==> src/hw/rtl/tbt_pkg.sv <==
// trickle beacon timer package: command and result types, codes, sizes
// used by every module of the block; no dependencies
package tbt_pkg;

    localparam int COUNT_BITS  = 8;
    localparam int THR_BITS    = 8;
    localparam int CMP_W       = (COUNT_BITS > THR_BITS) ? COUNT_BITS : THR_BITS;
    localparam int IVL_BITS    = 31;
    localparam int TIME_BITS   = 32;
    localparam int DIV_STEPS   = TIME_BITS;
    localparam int DIV_CNT_W   = $clog2(DIV_STEPS);
    localparam int QUEUE_DEPTH = 2;
    localparam int QPTR_W      = $clog2(QUEUE_DEPTH);
    localparam int QCNT_W      = $clog2(QUEUE_DEPTH + 1);
    localparam int CFG_IDX_W   = 2;

    localparam logic [COUNT_BITS-1:0] COUNT_MAX = '1;

    localparam logic [2:0] REQ_TICK  = 3'd0;
    localparam logic [2:0] REQ_START = 3'd1;
    localparam logic [2:0] REQ_STOP  = 3'd2;
    localparam logic [2:0] REQ_RESET = 3'd3;
    localparam logic [2:0] REQ_HEARD = 3'd4;
    localparam logic [2:0] REQ_SENT  = 3'd5;

    localparam logic [CFG_IDX_W-1:0] CFG_IDX_MIN = 2'd0;
    localparam logic [CFG_IDX_W-1:0] CFG_IDX_MAX = 2'd1;
    localparam logic [CFG_IDX_W-1:0] CFG_IDX_THR = 2'd2;

    localparam logic [IVL_BITS-1:0] IVL_MIN_RST = 31'd1000;
    localparam logic [IVL_BITS-1:0] IVL_MAX_RST = 31'd60000;
    localparam logic [THR_BITS-1:0] THR_RST     = 8'd3;

    typedef enum logic [2:0] {
        OP_NOP,
        OP_TICK,
        OP_START,
        OP_STOP,
        OP_RESET,
        OP_HEARD,
        OP_SENT
    } op_t;

    typedef struct packed {
        op_t                  op;
        logic [TIME_BITS-1:0] now;
        logic [TIME_BITS-1:0] rnd;
    } cmd_t;

    typedef struct packed {
        logic [IVL_BITS-1:0] ivl_lo;
        logic [IVL_BITS-1:0] ivl_hi;
        logic [THR_BITS-1:0] threshold;
    } cfg_t;

    typedef struct packed {
        logic                 running;
        logic                 suppressed;
        logic [IVL_BITS-1:0]  interval_now;
        logic [TIME_BITS-1:0] time_to_beacon;
        logic                 beacon_due;
    } result_t;

    typedef struct packed {
        logic busy;
        logic done;
    } mod_stat_t;

    typedef enum logic [2:0] {
        ST_IDLE,
        ST_EXEC,
        ST_OPEN,
        ST_WAIT,
        ST_FINISH,
        ST_REPORT
    } back_state_t;

endpackage

==> src/hw/rtl/tbt_front.sv <==
// front stage: takes events from the input stream and decodes them to commands
// depends on tbt_pkg
module tbt_front import tbt_pkg::*; (
    input  logic        aclk,
    input  logic        aresetn,
    input  logic        s_tvalid,
    output logic        s_tready,
    input  logic [71:0] s_tdata,   // now, consistent flag, random_word, zero fill
    input  logic [2:0]  s_tuser,   // req_type
    output logic        push,
    output cmd_t        push_cmd,
    input  logic        q_ready
);

    logic valid_reg;
    cmd_t cmd_reg;
    cmd_t cmd_next;
    logic take;

    always_comb begin
        cmd_next.now = s_tdata[31:0];
        cmd_next.rnd = s_tdata[64:33];
        case (s_tuser)
            REQ_TICK:  cmd_next.op = OP_TICK;
            REQ_START: cmd_next.op = OP_START;
            REQ_STOP:  cmd_next.op = OP_STOP;
            REQ_RESET: cmd_next.op = OP_RESET;
            REQ_HEARD: cmd_next.op = s_tdata[32] ? OP_HEARD : OP_NOP;
            REQ_SENT:  cmd_next.op = OP_SENT;
            default:   cmd_next.op = OP_NOP;
        endcase
    end

    assign s_tready = !valid_reg || q_ready;
    assign take     = s_tvalid && s_tready;
    assign push     = valid_reg && q_ready;
    assign push_cmd = cmd_reg;

    always_ff @(posedge aclk) begin
        if (!aresetn) begin
            valid_reg <= 1'b0;
        end else if (take) begin
            valid_reg <= 1'b1;
        end else if (push) begin
            valid_reg <= 1'b0;
        end
    end

    always_ff @(posedge aclk) begin
        if (take) begin
            cmd_reg <= cmd_next;
        end
    end

endmodule

==> src/hw/rtl/tbt_fifo.sv <==
// short command queue between the front and back stages
// depends on tbt_pkg
module tbt_fifo import tbt_pkg::*; (
    input  logic aclk,
    input  logic aresetn,
    input  logic push,
    input  cmd_t push_cmd,
    output logic q_ready,
    input  logic pop,
    output logic q_valid,
    output cmd_t q_cmd
);

    cmd_t              mem_reg [QUEUE_DEPTH];
    logic [QPTR_W-1:0] wr_ptr_reg;
    logic [QPTR_W-1:0] rd_ptr_reg;
    logic [QCNT_W-1:0] count_reg;
    logic              do_pop;

    function automatic logic [QPTR_W-1:0] ptr_inc(input logic [QPTR_W-1:0] p);
        return (p == QPTR_W'(QUEUE_DEPTH - 1)) ? '0 : p + 1'b1;
    endfunction

    assign q_ready = count_reg != QCNT_W'(QUEUE_DEPTH);
    assign q_valid = count_reg != '0;
    assign q_cmd   = mem_reg[rd_ptr_reg];
    assign do_pop  = pop && q_valid;

    always_ff @(posedge aclk) begin
        if (!aresetn) begin
            wr_ptr_reg <= '0;
            rd_ptr_reg <= '0;
            count_reg  <= '0;
        end else begin
            if (push) begin
                wr_ptr_reg <= ptr_inc(wr_ptr_reg);
            end
            if (do_pop) begin
                rd_ptr_reg <= ptr_inc(rd_ptr_reg);
            end
            if (push && !do_pop) begin
                count_reg <= count_reg + 1'b1;
            end else if (!push && do_pop) begin
                count_reg <= count_reg - 1'b1;
            end
        end
    end

    always_ff @(posedge aclk) begin
        if (push) begin
            mem_reg[wr_ptr_reg] <= push_cmd;
        end
    end

`ifndef SYNTHESIS
    a_no_overflow: assert property (@(posedge aclk) disable iff (!aresetn)
        push |-> (count_reg != QCNT_W'(QUEUE_DEPTH)) || pop)
        else $error("queue written while full");
`endif

endmodule

==> src/hw/rtl/tbt_mod.sv <==
// iterative remainder unit, one quotient bit per cycle
// depends on tbt_pkg
module tbt_mod import tbt_pkg::*; (
    input  logic                 aclk,
    input  logic                 aresetn,
    input  logic                 start,
    input  logic [TIME_BITS-1:0] dividend,
    input  logic [IVL_BITS-1:0]  divisor,
    output mod_stat_t            stat,
    output logic [IVL_BITS-1:0]  remainder
);

    logic [IVL_BITS-1:0]  rem_reg;
    logic [TIME_BITS-1:0] shift_reg;
    logic [IVL_BITS-1:0]  dsr_reg;
    logic [DIV_CNT_W-1:0] count_reg;
    logic                 busy_reg;
    logic                 done_reg;
    logic                 zero_reg;
    logic [TIME_BITS-1:0] trial;
    logic [TIME_BITS-1:0] diff;
    logic                 fits;

    assign trial = {rem_reg, shift_reg[TIME_BITS-1]};
    assign diff  = trial - {1'b0, dsr_reg};
    assign fits  = trial >= {1'b0, dsr_reg};

    always_ff @(posedge aclk) begin
        if (!aresetn) begin
            busy_reg  <= 1'b0;
            done_reg  <= 1'b0;
            count_reg <= '0;
        end else begin
            done_reg <= 1'b0;
            if (start) begin
                busy_reg  <= 1'b1;
                count_reg <= '0;
            end else if (busy_reg) begin
                count_reg <= count_reg + 1'b1;
                if (count_reg == DIV_CNT_W'(DIV_STEPS - 1)) begin
                    busy_reg <= 1'b0;
                    done_reg <= 1'b1;
                end
            end
        end
    end

    always_ff @(posedge aclk) begin
        if (start) begin
            rem_reg   <= '0;
            shift_reg <= dividend;
            dsr_reg   <= divisor;
            zero_reg  <= divisor == '0;
        end else if (busy_reg) begin
            shift_reg <= {shift_reg[TIME_BITS-2:0], 1'b0};
            rem_reg   <= fits ? diff[IVL_BITS-1:0] : trial[IVL_BITS-1:0];
        end
    end

    assign stat.busy = busy_reg;
    assign stat.done = done_reg;
    assign remainder = zero_reg ? '0 : rem_reg;

endmodule

==> src/hw/rtl/tbt_back.sv <==
// back stage: trickle state, event execution and the result register
// depends on tbt_pkg and tbt_mod
module tbt_back import tbt_pkg::*; (
    input  logic    aclk,
    input  logic    aresetn,
    input  cfg_t    cfg,
    input  logic    q_valid,
    input  cmd_t    q_cmd,
    output logic    pop,
    output logic    m_valid,
    input  logic    m_ready,
    output result_t m_result
);

    back_state_t          state_reg;
    back_state_t          state_next;
    cmd_t                 cmd_reg;
    logic                 active_reg;
    logic [IVL_BITS-1:0]  interval_reg;
    logic [TIME_BITS-1:0] begin_reg;
    logic [TIME_BITS-1:0] beacon_reg;
    logic [COUNT_BITS-1:0] cnt_reg;
    logic                 sup_reg;
    logic [TIME_BITS-1:0] base_reg;
    logic                 m_valid_reg;
    result_t              out_reg;

    logic                 mod_start;
    logic                 out_load;
    mod_stat_t            mod_stat;
    logic [IVL_BITS-1:0]  mod_rem;

    logic [TIME_BITS-1:0] elapsed;
    logic                 expired;
    logic [TIME_BITS-1:0] doubled;
    logic [IVL_BITS-1:0]  capped;
    logic                 go_open;
    logic [COUNT_BITS-1:0] cnt_inc;
    logic [IVL_BITS-2:0]  half;
    logic [IVL_BITS-1:0]  span;
    logic [TIME_BITS-1:0] to_beacon;
    logic                 reached;
    result_t              res;

    assign elapsed = cmd_reg.now - begin_reg;
    assign expired = active_reg && (elapsed >= {1'b0, interval_reg});
    assign doubled = {interval_reg, 1'b0};
    assign capped  = (doubled > {1'b0, cfg.ivl_hi}) ? cfg.ivl_hi
                                                     : doubled[IVL_BITS-1:0];
    assign cnt_inc = (cnt_reg == COUNT_MAX) ? cnt_reg : cnt_reg + 1'b1;
    assign half    = interval_reg[IVL_BITS-1:1];
    assign span    = interval_reg - {1'b0, half};

    always_comb begin
        case (cmd_reg.op)
            OP_TICK:  go_open = expired;
            OP_START: go_open = 1'b1;
            OP_RESET: go_open = active_reg;
            default:  go_open = 1'b0;
        endcase
    end

    always_comb begin
        state_next = state_reg;
        case (state_reg)
            ST_IDLE:   if (q_valid) state_next = ST_EXEC;
            ST_EXEC:   state_next = go_open ? ST_OPEN : ST_REPORT;
            ST_OPEN:   state_next = ST_WAIT;
            ST_WAIT:   if (mod_stat.done) state_next = ST_FINISH;
            ST_FINISH: state_next = ST_REPORT;
            ST_REPORT: if (!m_valid_reg || m_ready) state_next = ST_IDLE;
            default:   state_next = ST_IDLE;
        endcase
    end

    always_comb begin
        pop       = 1'b0;
        mod_start = 1'b0;
        out_load  = 1'b0;
        case (state_reg)
            ST_IDLE:   pop = q_valid;
            ST_OPEN:   mod_start = 1'b1;
            ST_REPORT: out_load = !m_valid_reg || m_ready;
            default: begin
                pop = 1'b0;
            end
        endcase
    end

    assign to_beacon = beacon_reg - cmd_reg.now;
    assign reached   = (to_beacon == '0) || to_beacon[TIME_BITS-1];

    always_comb begin
        res.running        = active_reg;
        res.suppressed     = sup_reg;
        res.interval_now   = interval_reg;
        res.beacon_due     = active_reg && reached && !sup_reg;
        if (!active_reg) begin
            res.time_to_beacon = '1;
        end else if (reached) begin
            res.time_to_beacon = '0;
        end else begin
            res.time_to_beacon = to_beacon;
        end
    end

    always_ff @(posedge aclk) begin
        if (!aresetn) begin
            state_reg    <= ST_IDLE;
            active_reg   <= 1'b0;
            interval_reg <= IVL_MIN_RST;
            begin_reg    <= '0;
            beacon_reg   <= '0;
            cnt_reg      <= '0;
            sup_reg      <= 1'b0;
            m_valid_reg  <= 1'b0;
        end else begin
            state_reg <= state_next;
            if (out_load) begin
                m_valid_reg <= 1'b1;
            end else if (m_ready) begin
                m_valid_reg <= 1'b0;
            end
            case (state_reg)
                ST_EXEC: begin
                    case (cmd_reg.op)
                        OP_TICK: if (expired) interval_reg <= capped;
                        OP_START: begin
                            interval_reg <= cfg.ivl_lo;
                            active_reg   <= 1'b1;
                        end
                        OP_STOP: active_reg <= 1'b0;
                        OP_RESET: if (active_reg) interval_reg <= cfg.ivl_lo;
                        OP_HEARD: begin
                            if (active_reg) begin
                                cnt_reg <= cnt_inc;
                                if (CMP_W'(cnt_inc) >= CMP_W'(cfg.threshold)) begin
                                    sup_reg <= 1'b1;
                                end
                            end
                        end
                        OP_SENT: beacon_reg <= begin_reg + {1'b0, interval_reg};
                        default: begin
                            sup_reg <= sup_reg;
                        end
                    endcase
                end
                ST_FINISH: begin
                    begin_reg  <= cmd_reg.now;
                    cnt_reg    <= '0;
                    sup_reg    <= 1'b0;
                    beacon_reg <= base_reg + {1'b0, mod_rem};
                end
                default: begin
                    sup_reg <= sup_reg;
                end
            endcase
        end
    end

    always_ff @(posedge aclk) begin
        if (pop) begin
            cmd_reg <= q_cmd;
        end
        if (mod_start) begin
            base_reg <= cmd_reg.now + {2'b00, half};
        end
        if (out_load) begin
            out_reg <= res;
        end
    end

    tbt_mod u_mod (
        .aclk      (aclk),
        .aresetn   (aresetn),
        .start     (mod_start),
        .dividend  (cmd_reg.rnd),
        .divisor   (span),
        .stat      (mod_stat),
        .remainder (mod_rem)
    );

    assign m_valid  = m_valid_reg;
    assign m_result = out_reg;

`ifndef SYNTHESIS
    a_mod_idle_on_start: assert property (@(posedge aclk) disable iff (!aresetn)
        mod_start |-> !mod_stat.busy)
        else $error("remainder unit restarted while busy");
    a_idle_result: assert property (@(posedge aclk) disable iff (!aresetn)
        (m_valid_reg && !out_reg.running) |->
            (out_reg.time_to_beacon == '1) && !out_reg.beacon_due)
        else $error("inactive result reports a beacon");
    a_interval_open: assert property (@(posedge aclk) disable iff (!aresetn)
        (state_reg == ST_FINISH) |=> (cnt_reg == '0) && !sup_reg &&
            (begin_reg == $past(cmd_reg.now)))
        else $error("new interval not opened cleanly");
`endif

endmodule

==> src/hw/rtl/trickle_beacon_timer.sv <==
// trickle beacon timer top level: config registers, front, queue and back stages
// events that open a new interval (start, reset while running, expiring tick) also
// pass through the one-bit-per-cycle remainder unit that places the beacon; the
// back stage finishes one event before it pops the next, while the front and the
// queue keep taking events until both are full
// reset: aresetn synchronous active low, clears all but data regs, no clearing pass
module trickle_beacon_timer import tbt_pkg::*; (
    input  logic                 aclk,
    input  logic                 aresetn,
    input  logic                 s_tvalid,
    output logic                 s_tready,
    input  logic [71:0]          s_tdata,   // now, consistent flag, random_word, zero fill
    input  logic [2:0]           s_tuser,   // req_type
    output logic                 m_tvalid,
    input  logic                 m_tready,
    output logic [71:0]          m_tdata,   // beacon_due, time_to_beacon, interval_now,
                                            // suppressed, running, zero fill
    input  logic                 cfg_wr_en,
    input  logic [CFG_IDX_W-1:0] cfg_index,
    input  logic [IVL_BITS-1:0]  cfg_wdata
);

    cfg_t    cfg_reg;
    logic    push;
    cmd_t    push_cmd;
    logic    q_ready;
    logic    q_valid;
    cmd_t    q_cmd;
    logic    pop;
    result_t m_result;

    always_ff @(posedge aclk) begin
        if (!aresetn) begin
            cfg_reg.ivl_lo    <= IVL_MIN_RST;
            cfg_reg.ivl_hi    <= IVL_MAX_RST;
            cfg_reg.threshold <= THR_RST;
        end else if (cfg_wr_en) begin
            case (cfg_index)
                CFG_IDX_MIN: cfg_reg.ivl_lo    <= cfg_wdata;
                CFG_IDX_MAX: cfg_reg.ivl_hi    <= cfg_wdata;
                CFG_IDX_THR: cfg_reg.threshold <= cfg_wdata[THR_BITS-1:0];
                default: begin
                    cfg_reg <= cfg_reg;
                end
            endcase
        end
    end

    tbt_front u_front (
        .aclk     (aclk),
        .aresetn  (aresetn),
        .s_tvalid (s_tvalid),
        .s_tready (s_tready),
        .s_tdata  (s_tdata),
        .s_tuser  (s_tuser),
        .push     (push),
        .push_cmd (push_cmd),
        .q_ready  (q_ready)
    );

    tbt_fifo u_fifo (
        .aclk     (aclk),
        .aresetn  (aresetn),
        .push     (push),
        .push_cmd (push_cmd),
        .q_ready  (q_ready),
        .pop      (pop),
        .q_valid  (q_valid),
        .q_cmd    (q_cmd)
    );

    tbt_back u_back (
        .aclk     (aclk),
        .aresetn  (aresetn),
        .cfg      (cfg_reg),
        .q_valid  (q_valid),
        .q_cmd    (q_cmd),
        .pop      (pop),
        .m_valid  (m_tvalid),
        .m_ready  (m_tready),
        .m_result (m_result)
    );

    assign m_tdata = {6'b000000, m_result};

endmodule

==> config.mk <==
export PLATFORM = sky130hd
export DESIGN_NAME = trickle_beacon_timer
export DESIGN_NICKNAME = d
export VERILOG_FILES = /design/src/hw/rtl/tbt_pkg.sv /design/src/hw/rtl/tbt_front.sv /design/src/hw/rtl/tbt_fifo.sv /design/src/hw/rtl/tbt_mod.sv /design/src/hw/rtl/tbt_back.sv /design/src/hw/rtl/trickle_beacon_timer.sv
export SDC_FILE = /design/constraint.sdc
export NUM_CORES = 1
export LEC_CHECK = 0
export ABC_AREA = 1
export BUFFER_PORTS_ARGS = -buffer_cell sky130_fd_sc_hd__buf_2
export CORE_UTILIZATION = 28
export DETAILED_ROUTE_END_ITERATION = 10
export SYNTH_ARGS = -nofsm -noshare
export SYNTH_HDL_FRONTEND = slang
export SYNTH_SLANG_ARGS = --single-unit
export TNS_END_PERCENT = 10
==> constraint.sdc <==
create_clock -name aclk -period 5.91 [get_ports aclk]
set_input_delay 0.8865 -clock aclk [delete_from_list [all_inputs] [get_ports aclk]]
set_output_delay 0.8865 -clock aclk [all_outputs]
set_load 0.01 [all_outputs]
# Word-level counts from Yosys, hierarchy flattened
# Memory sizes are Yosys's and may differ from the RTL's. A register that Yosys moved wholly into a read port is not among the register bits.
# Index checks and enable logic that the tools add are counted.
[word_totals]
ff_bits = 451
ramBits = 134
output_inout_bits = 74
elab_cells = 166
memories = 1
[memory_table]
columns = ["name", "depth", "width", "read_ports", "rd_clocked_by_memory_dff", "wr", "line_no", "text"]
rows = [
  ["u_fifo.mem_reg", 2, 67, 1, 1, 1, "tbt_fifo.sv:14", "cmd_t mem_reg [QUEUE_DEPTH];"],
]
[op_classes]
add_sub_neg = 13
n_lt_le_gt_ge = 4
n_eq_ne = 30
n_mux = 45
bitwise = 2
n_reduce_logical = 40
[op_table]
columns = ["cell", "n"]
rows = [
  ["two-way mux 31 bit", 5],
  ["two-way mux 32 bit", 4],
  ["one-hot mux 31 bit (3 select lines)", 1],
  ["adder 32 x 31 -> 32 bit", 2],
  [">= comparator 32 x 31 -> 1 bit", 2],
  ["one-hot mux 32 bit (2 select lines)", 1],
  ["subtractor 32 bit", 2],
  ["one-hot mux 3 bit (6 select lines)", 2],
  ["adder 32 x 30 -> 32 bit", 1],
  ["> comparator 32 x 31 -> 1 bit", 1],
  ["logical NOT 32 bit", 1],
  ["logical NOT 31 bit", 1],
  ["subtractor 31 x 30 -> 31 bit", 1],
  ["subtractor 31 bit", 1],
  ["two-way mux 8 bit", 3],
  ["== test 3 bit, second input constant", 7],
  ["== test 3 x 2 -> 1 bit, second input constant", 6],
  ["two-way mux 1 bit", 18],
  ["one-hot mux 8 bit (2 select lines)", 1],
  ["two-way mux 3 bit", 5],
  ["nonzero test 2 bit", 7],
  ["inequality test 2 x 1 -> 1 bit, second input constant", 6],
  ["AND reduction 2 bit", 5],
  ["== test 3 x 1 -> 1 bit, second input constant", 3],
  ["25 further kinds", 48],
]

# Depth between registers and ports, before layout
# Gate-level depths: netlist (run 1).
[depth]
ltp_word = 7
mapped_depth = 30

# By module
# Synthesis (run 1) repeated with hierarchy kept, for this count alone.
[hier_totals]
hier_cells = 4828
area_unflattened_um2 = 39411.5
[by_module_without_submodules]
columns = ["mod", "instances", "cells_each", "area_each_um2", "seq_area_each_um2"]
rows = [
  ["tbt_back", 1, 3025, 22182.5, 7136.8],
  ["tbt_mod", 1, 1039, 6976.7, 2682.6],
  ["tbt_fifo", 1, 244, 5182.5, 4124.0],
  ["trickle_beacon_timer", 1, 432, 2951.6, 1401.3],
  ["tbt_front", 1, 88, 2118.3, 2031.9],
]

# Worst setup path after synthesis (run 1)
# Ideal clock, no wire load.
[synth_timing]
kind = "flip-flop to flip-flop"
from = "register u_back.state_reg[0]"
to = "register u_fifo.count_reg[1]"
setup_time_ns = 0.122
arrival_time_ns = 4.908
t_required_ns = 5.788
path_slack_ns = 0.880
stages_incl_launch_ff = 10
synth_period_minus_slack_ns = 5.030
path_cell_list = "dfxtp_1 nor2_1 nand2_1 a21oi_1 inv_1 ha_1 a21oi_1 o21ai_0 o21ai_0 a21oi_1"
[synth_via]
elab_chain_cells = 6
word_cells_on_any_way = 8
classes_between = "mux: 2; reduce/logical: 6"
[synth_rtl]
columns = ["item", "line_no", "text"]
rows = [
  ["from (decl)", "tbt_back.sv:15", "back_state_t state_reg;"],
  ["from (signal assigned)", "tbt_back.sv:118", "state_reg <= state_next;"],
  ["logical NOT 3 bit *", "tbt_back.sv:80", "case (state_reg)"],
  ["two-way mux 1 bit *", "tbt_back.sv:80", ""],
  ["via pop", "trickle_beacon_timer.sv:29", "logic pop;"],
  ["logical AND 1 bit *", "tbt_fifo.sv:27", "assign do_pop = pop && q_valid;"],
  ["logical NOT 1 bit", "tbt_fifo.sv:41", "if (push && !do_pop) begin"],
  ["logical AND 1 bit", "tbt_fifo.sv:41", ""],
  ["two-way mux 2 bit or nonzero test 2 bit (tied branches)", "-", ""],
  ["to (signal assigned)", "tbt_fifo.sv:42", "count_reg <= count_reg + 1'b1;"],
  ["to (signal assigned)", "tbt_fifo.sv:44", "count_reg <= count_reg - 1'b1;"],
  ["to (decl)", "tbt_fifo.sv:17", "logic [QCNT_W-1:0] count_reg;"],
]
# The timed path passes the listed nets; every way through them passes the cells marked *.
# A chain may end at the register's enable or synchronous reset.

# Worst setup path after layout (run 1)
[layout_timing]
from = "register u_back.cmd_reg[32] (netlist name)"
to = "register u_back.interval_reg[12]"
[layout_via]
elab_chain_cells = 5
[layout_rtl]
columns = ["item", "line_no", "text"]
rows = [
  ["subtractor 32 bit", "tbt_back.sv:45", "assign elapsed = cmd_reg.now - begin_reg;"],
  [">= comparator 32 x 31 -> 1 bit", "tbt_back.sv:46", "assign expired = active_reg && (elapsed >= {1'b0, interval_reg});"],
  ["logical AND 1 bit", "tbt_back.sv:46", ""],
  ["inequality test 2 x 1 -> 1 bit (no line)", "-", ""],
  ["AND reduction 4 bit (no line)", "-", ""],
  ["to (signal assigned)", "tbt_back.sv:127", "OP_TICK: if (expired) interval_reg <= capped;"],
  ["to (signal assigned)", "tbt_back.sv:129", "interval_reg <= cfg.ivl_lo;"],
  ["to (signal assigned)", "tbt_back.sv:133", "OP_RESET: if (active_reg) interval_reg <= cfg.ivl_lo;"],
  ["to (decl)", "tbt_back.sv:19", "logic [IVL_BITS-1:0] interval_reg;"],
]
# Every way passes these cells.

==> results of run 1 <==
worst reg2reg max path, delay by kind of cell, from the launching register on:
kind | cells | cell delay, ps
flops | 1 | 440
fa+ha+maj | 3 | 670
xor+xnor | 1 | 150
compound gates | 5 | 1260
simple gates | 14 | 1820
buf+inv | 5 | 740
cell usage in the layout (no fill, tap or decap), drive strengths merged, types with 24 or more instances in the layout:
cell type and count:
xor2 101, clkbuf 98, a21oi 448, buf 211, o21bai 42, inv 507
nand3 144, nand2 969, o211ai 49, o21ai 362, edfxtp 430, a31oi 25
nand4 47, xnor2 57, clkinv 24, ha 288, dfxtp 222, nor2 362
nor3 50
power by group:
group	internal [mW]	switching, mW
logic	3.55	7.76
registers	6.05	0.624
clock network	2.71	1.99
total	12.3	10.4
cell type report:
cell class / count / area [um2] / share of cell area (%)
clock buffer: 98 / 1980 / 4.65
timing repair buffer: 211 / 1170 / 2.74
sequential: 652 / 17400 / 40.7
multi-input combinational: 3098 / 17500 / 41.1
tap: 1755 / 2200 / 5.15
clock inverter: 34 / 503 / 1.18
inverter: 506 / 1900 / 4.46
layer usage:
layer  vias to the layer above  share of wire [%]  global-route usage [%]  routed length (um)
met3                       154                3.8                    1.77                4400
met5                         -                  0                       0                   0
met4                         0                2.7                    5.43                3190
li1                      15217                  -                       -                   -
met1                     14481                 46                    22.6               53300
met2                       643                 48                    29.1               56100
through the flow:
step / setup WS, ps / power (mW)
after floorplan: 880 / 14.3
after global placement: 828 / 17.9
after detailed placement: 751 / 18.0
after CTS: 693 / 22.8
after global routing: 329 / 24.3
final: 699 / 22.7
how the worst max path moves through the flow:
stage                              end  slack [ps]           startpoint  cells after the start
2_1_floorplan      u_fifo.count_reg[1]         880  u_back.state_reg[0]                      9
3_3_place_gp   u_back.interval_reg[20]         830   u_back.cmd_reg[32]                     29
3_5_place_dp   u_back.interval_reg[12]         750   u_back.cmd_reg[32]                     28
4_1_cts        u_back.interval_reg[12]         690   u_back.cmd_reg[32]                     28
5_1_grt        u_back.interval_reg[10]         330   u_back.cmd_reg[32]                     30
6_report       u_back.interval_reg[12]         700   u_back.cmd_reg[32]                     28
cells by family after synthesis:
group | synth area share [%]
buf+inv | 6.50
flops | 46.6
mux | 0.0303
xor+xnor | 3.72
other cells | 0.0101
simple gates | 17.8
fa+ha+maj | 10.1
compound gates | 15.2
==> reports/qor.csv, run 1 <==
stage,metric,value,unit
detailed_routing,# DRC,0,
final_layout,fill cell count,13749,
clocking,post-CTS sizing,0,
floorplan,Starting Density,28.3,%
detailed_routing,DRT Pass-1 Iters,5,
sta,worst slew pin tran,1190,ps
sta,Hold Fails Final Rpt,0,
synth,Synthesis Warnings,0,
sta,setup clock skew after layout,38.6,ps
sta,setup repair after global routing missed its margin,no,
sta,crit share post-route,88.2,%
sta,Final setup viols,0,
final_layout,share of layout cells above drive strength 1,8.24,%
floorplan,width of the die,367,um
clocking,CTS tree,done,
detailed_routing,1st-iter DRT viols,2402,
setup_path,Bufs and invs on worst path,5,
hold_path,hold_sp,s_tdata[49],
grt,Total GRT Usage,17.1,%
final_layout,Area Overhead vs Synth,14.5,%
synth,largest cells by area after synthesis,"edfxtp_1, dfxtp_1, nand2_1",
sta,Fmax achieved,0.192,GHz
clocking,TritonCTS Buffers,72,
sta,relative slew slack,20.9,%
floorplan,Die ar.,134000,um2
setup_path,crit start category,register,
synth,Synth Register Bits,652,
setup_path,"delay-heaviest family, CP",simple AND/OR/NAND/NOR gates,
synth,Post-synth EDFFs,430,
setup_path,Slowest cell on crit path,o21ai_0,
clocking,CTS Buffer Depth,3,
clocking,H-tree levels,3,
floorplan,Die Span Y,367,um
hold_path,WHS Path Cells,1,
outcome,run status,finished clean,
synth,top cell type's share of synthesized area,34.7,%
setup_path,Worst R2R Path Depth,28,
hold_path,Worst Hold Path EP,u_front.push_cmd[16],
placed_design,placed cell areas,40100,um2
synth,Mapped Avg Cell Area,8.51,um2
synth,sequential share of the synthesized area,46.6,%
sta,final max-slew violation count,0,
setup_path,delay of the slowest cell on the worst path,480,ps
placed_design,IO Port Bufs,173,
power_and_ir_drop,Leak,18.2,nW
detailed_routing,Wirelength per Cell,18.4,um
clocking,clk_lat worst skew,690,ps
floorplan,IO Pins,187,
sta,Final Critical Period,5210,ps
synth,"FFs w/ async S/R, synth",0,%
final_layout,"Design Area, Final",42600,um2
setup_path,R2R Setup Slk,700,ps
setup_path,critical path class,reg2reg,
setup_path,CP most frequent cell,nand2_1,
power_and_ir_drop,Worst VDD drop,0.338,mV
floorplan,FP Rows,133,
clocking,Root Buffer,clkbuf_16,
placed_design,placed insts,6222,
final_layout,fin util,32.4,%
setup_path,endpoint class of the critical path,register,
final_layout,Nets,4949,
hold_path,min-delay worst type,in2reg,
setup_path,"Max FO, Critical Path",14,
clocking,setup fix buffers added after clock tree synthesis,0,
clocking,hold_buf cts,0,
setup_path,Reg-to-Reg Start,u_back.cmd_reg[32],
synth,Yosys top cell by area,edfxtp_1,
synth,top-count cell post-synth,nand2_1,
synth,"Cell Area, Synth",37200,um2
placed_design,dpl hpwl,90600,um
synth,Synth Instances,4372,
grt,grt ovf,0,
setup_path,CP Data Arrival Time,5760,ps
power_and_ir_drop,PwrDens,532,nW/um2
synth,most frequent cells after synthesis,"nand2_1, inv_1, a21oi_1",
placed_design,GP Congestion,0.960,
clocking,Clock Pin Slew Worst Setup and Hold Paths,60,ps
final_layout,# diodes,0,
grt,first-pass GRT wire length,177000,um
grt,vias in the first global route,29193,
floorplan,core area,132000,um2
detailed_routing,DR vias/cell,4.80,
sta,hold slack,370,ps
job,Max-Cap Viols,0,
setup_path,Worst R2R End,u_back.interval_reg[12],
grt,largest net degree at the start of global routing,75,
grt,initial antenna violation count,6,
setup_path,"Req. time, crit path",6460,ps
detailed_routing,final wirelength,117000,um
detailed_routing,via count,30495,
detailed_routing,final antenna-violating net count,0,
synth,"Primary FF master, synth",edfxtp_1,
synth,Cell variety after synth,57,
sta,TNS Setup,0,ps
clocking,number of clock sinks,652,
final_layout,fin cells,6354,
final_layout,max reg flops,134,
(Power assumes the default switching activity.)
==> inputs of run 2 (changes only) <==
Settings changed: REMOVE_ABC_BUFFERS set to 1.
==> run 2 against run 1 <==
Against the previous run: die area unchanged; sequential power increased by 0.6%; clock-buffer cell count decreased by 8; register-to-register slack improved by 550 ps; routed wire length decreased by 1.3%; via count increased by 0.74%; combinational power about the same; fmax increased by 12%; critical endpoint is now u_back.state_reg[1].
==> reports/qor.csv, run 2 (synthesis gave the netlist of run 1 again) <==
stage,metric,value,unit,change
power_and_ir_drop,Leak,18.2,nW,-0.11%
placed_design,placed cell areas,40100,um2,about the same
placed_design,IO Port Bufs,173,,unchanged
setup_path,critical path class,reg2reg,,
floorplan,FP Rows,133,,unchanged
setup_path,"Max FO, Critical Path",26,,+12
grt,first-pass GRT wire length,175000,um,-0.87%
clocking,CTS Buffer Depth,3,,unchanged
grt,Total GRT Usage,16.8,%,-0.24 points
final_layout,Area Overhead vs Synth,14.4,%,about the same
detailed_routing,Wirelength per Cell,18.2,um,-1.3%
clocking,post-CTS sizing,0,,unchanged
setup_path,Bufs and invs on worst path,5,,unchanged
final_layout,fin cells,6356,,+0.031%
power_and_ir_drop,PwrDens,530,nW/um2,-0.44%
sta,relative slew slack,16.5,%,-4.4 points
placed_design,placed insts,6219,,-0.048%
grt,grt ovf,0,,unchanged
sta,Final setup viols,0,,unchanged
setup_path,"Req. time, crit path",6470,ps,about the same
clocking,CTS tree,done,,
sta,worst slew pin tran,1250,ps,+65.9 ps
final_layout,max reg flops,134,,unchanged
floorplan,IO Pins,187,,unchanged
placed_design,GP Congestion,0.910,,-5.2%
placed_design,Post-Place Setup Slack,1290,ps,+537 ps
detailed_routing,DR vias/cell,4.83,,+0.71%
setup_path,delay of the slowest cell on the worst path,430,ps,-50 ps
clocking,hold_buf cts,0,,unchanged
detailed_routing,final antenna-violating net count,0,,unchanged
sta,Hold Fails Final Rpt,0,,unchanged
final_layout,fin util,32.4,%,about the same
setup_path,endpoint class of the critical path,register,,
clocking,Root Buffer,clkbuf_16,,
final_layout,Nets,4946,,-0.061%
clocking,number of clock sinks,652,,unchanged
final_layout,"most common cell after layout, fill and taps aside",nand2_1,,
floorplan,Die ar.,134000,um2,unchanged
grt,initial antenna violation count,5,,-1
power_and_ir_drop,total power,22.6,mW,-0.50%
grt,largest net degree at the start of global routing,88,,+17%
sta,Fmax achieved,0.214,GHz,+12%
power_and_ir_drop,Worst VDD drop,0.278,mV,-18%
floorplan,Starting Density,28.3,%,unchanged
sta,setup repair after global routing missed its margin,no,,
detailed_routing,final wirelength,115000,um,-1.3%
floorplan,Die Span Y,367,um,unchanged
floorplan,width of the die,367,um,unchanged
setup_path,crit start category,register,,
clocking,H-tree levels,3,,unchanged
detailed_routing,DRT Pass-1 Iters,7,,+2
sta,crit share post-route,78.9,%,-9.3 points
sta,final max-slew violation count,0,,unchanged
sta,setup ws final,1250,ps,+549 ps
hold_path,min-delay worst type,in2reg,,
final_layout,share of layout cells above drive strength 1,8.16,%,-0.082 points
setup_path,CP Data Arrival Time,5230,ps,-530 ps
placed_design,dpl hpwl,88400,um,-2.4%
sta,hold slack,380,ps,+10.2 ps
detailed_routing,1st-iter DRT viols,2315,,-3.6%
final_layout,most frequent cells in the layout,"nand2_1, inv_1, a21oi_1",,
clocking,Clock Pin Slew Worst Setup and Hold Paths,60,ps,about the same
clocking,TritonCTS Buffers,72,,unchanged
sta,TNS Setup,0,ps,unchanged
setup_path,Slowest cell on crit path,edfxtp_1,,
clocking,clk_lat worst skew,680,ps,about the same
outcome,run status,finished clean,,
clocking,setup fix buffers added after clock tree synthesis,0,,unchanged
setup_path,CP most frequent cell,nand2_1,,
setup_path,"delay-heaviest family, CP",compound AO/OA/AOI/OAI gates,,
detailed_routing,via count,30722,,+0.74%
sta,Final Critical Period,4660,ps,-549 ps
detailed_routing,# DRC,0,,unchanged
sta,setup clock skew after layout,39.9,ps,+1.28 ps
floorplan,core area,132000,um2,unchanged
job,Max-Cap Viols,0,,unchanged
grt,vias in the first global route,29529,,+1.2%
final_layout,"Design Area, Final",42600,um2,about the same
==> run 2: changes by cell type in the layout (fill, tap and decap cells not counted), sizes merged <==
cell,delta
clkinvlp,+1
inv,+2
diode,+5
clkbuf,-8
buf,-3
bufinv,+3
clkinv,+2
==> run 2: worst register-to-register path: cells and delay by family, from the launching register on <==
kind	cells	cell delay, ps
flip-flops	1	430
AO/OA/AOI/OAI	7	1520
adder cells (fa/ha/maj)	3	830
XOR/XNOR	1	160
buffers and inverters	5	600
AND/OR/NAND/NOR	13	1000
==> run 2: layout make-up <==
type | count | area [um2]
multi-input combinational | 3098 | 17500
antenna | 5 | 12.5
sequential | 652 | 17400
clock inverter | 42 | 588
clock buffer | 90 | 1900
fill | 13606 | 89000
tap | 1755 | 2200
inverter | 506 | 1900
timing repair buffer | 208 | 1130
==> run 2: worst paths after layout <==
path                        from                    to  slack (ps)  depth (start not counted)
max           u_back.cmd_reg[32]   u_back.state_reg[1]        1250                         29
min                   s_tdata[5]  u_front.push_cmd[37]         380                          1
max reg2reg   u_back.cmd_reg[32]   u_back.state_reg[1]        1250                         29
min reg2reg  u_front.push_cmd[9]  u_fifo.mem_reg[1][9]         440                          0
==> run 2: routing by layer <==
layer	wire [um]	track usage [%]	part of all wire [%]
met1	50800	21.6	44
met2	55100	28.7	48
met3	5270	1.96	4.6
met4	4200	6.69	3.6
met5	8	0	0.0069
==> run 2: power breakdown <==
group	total [mW]	switching [mW]	internal, mW
combinational	11.1	7.57	3.53
sequential	6.72	0.668	6.05
clock	4.75	1.98	2.76
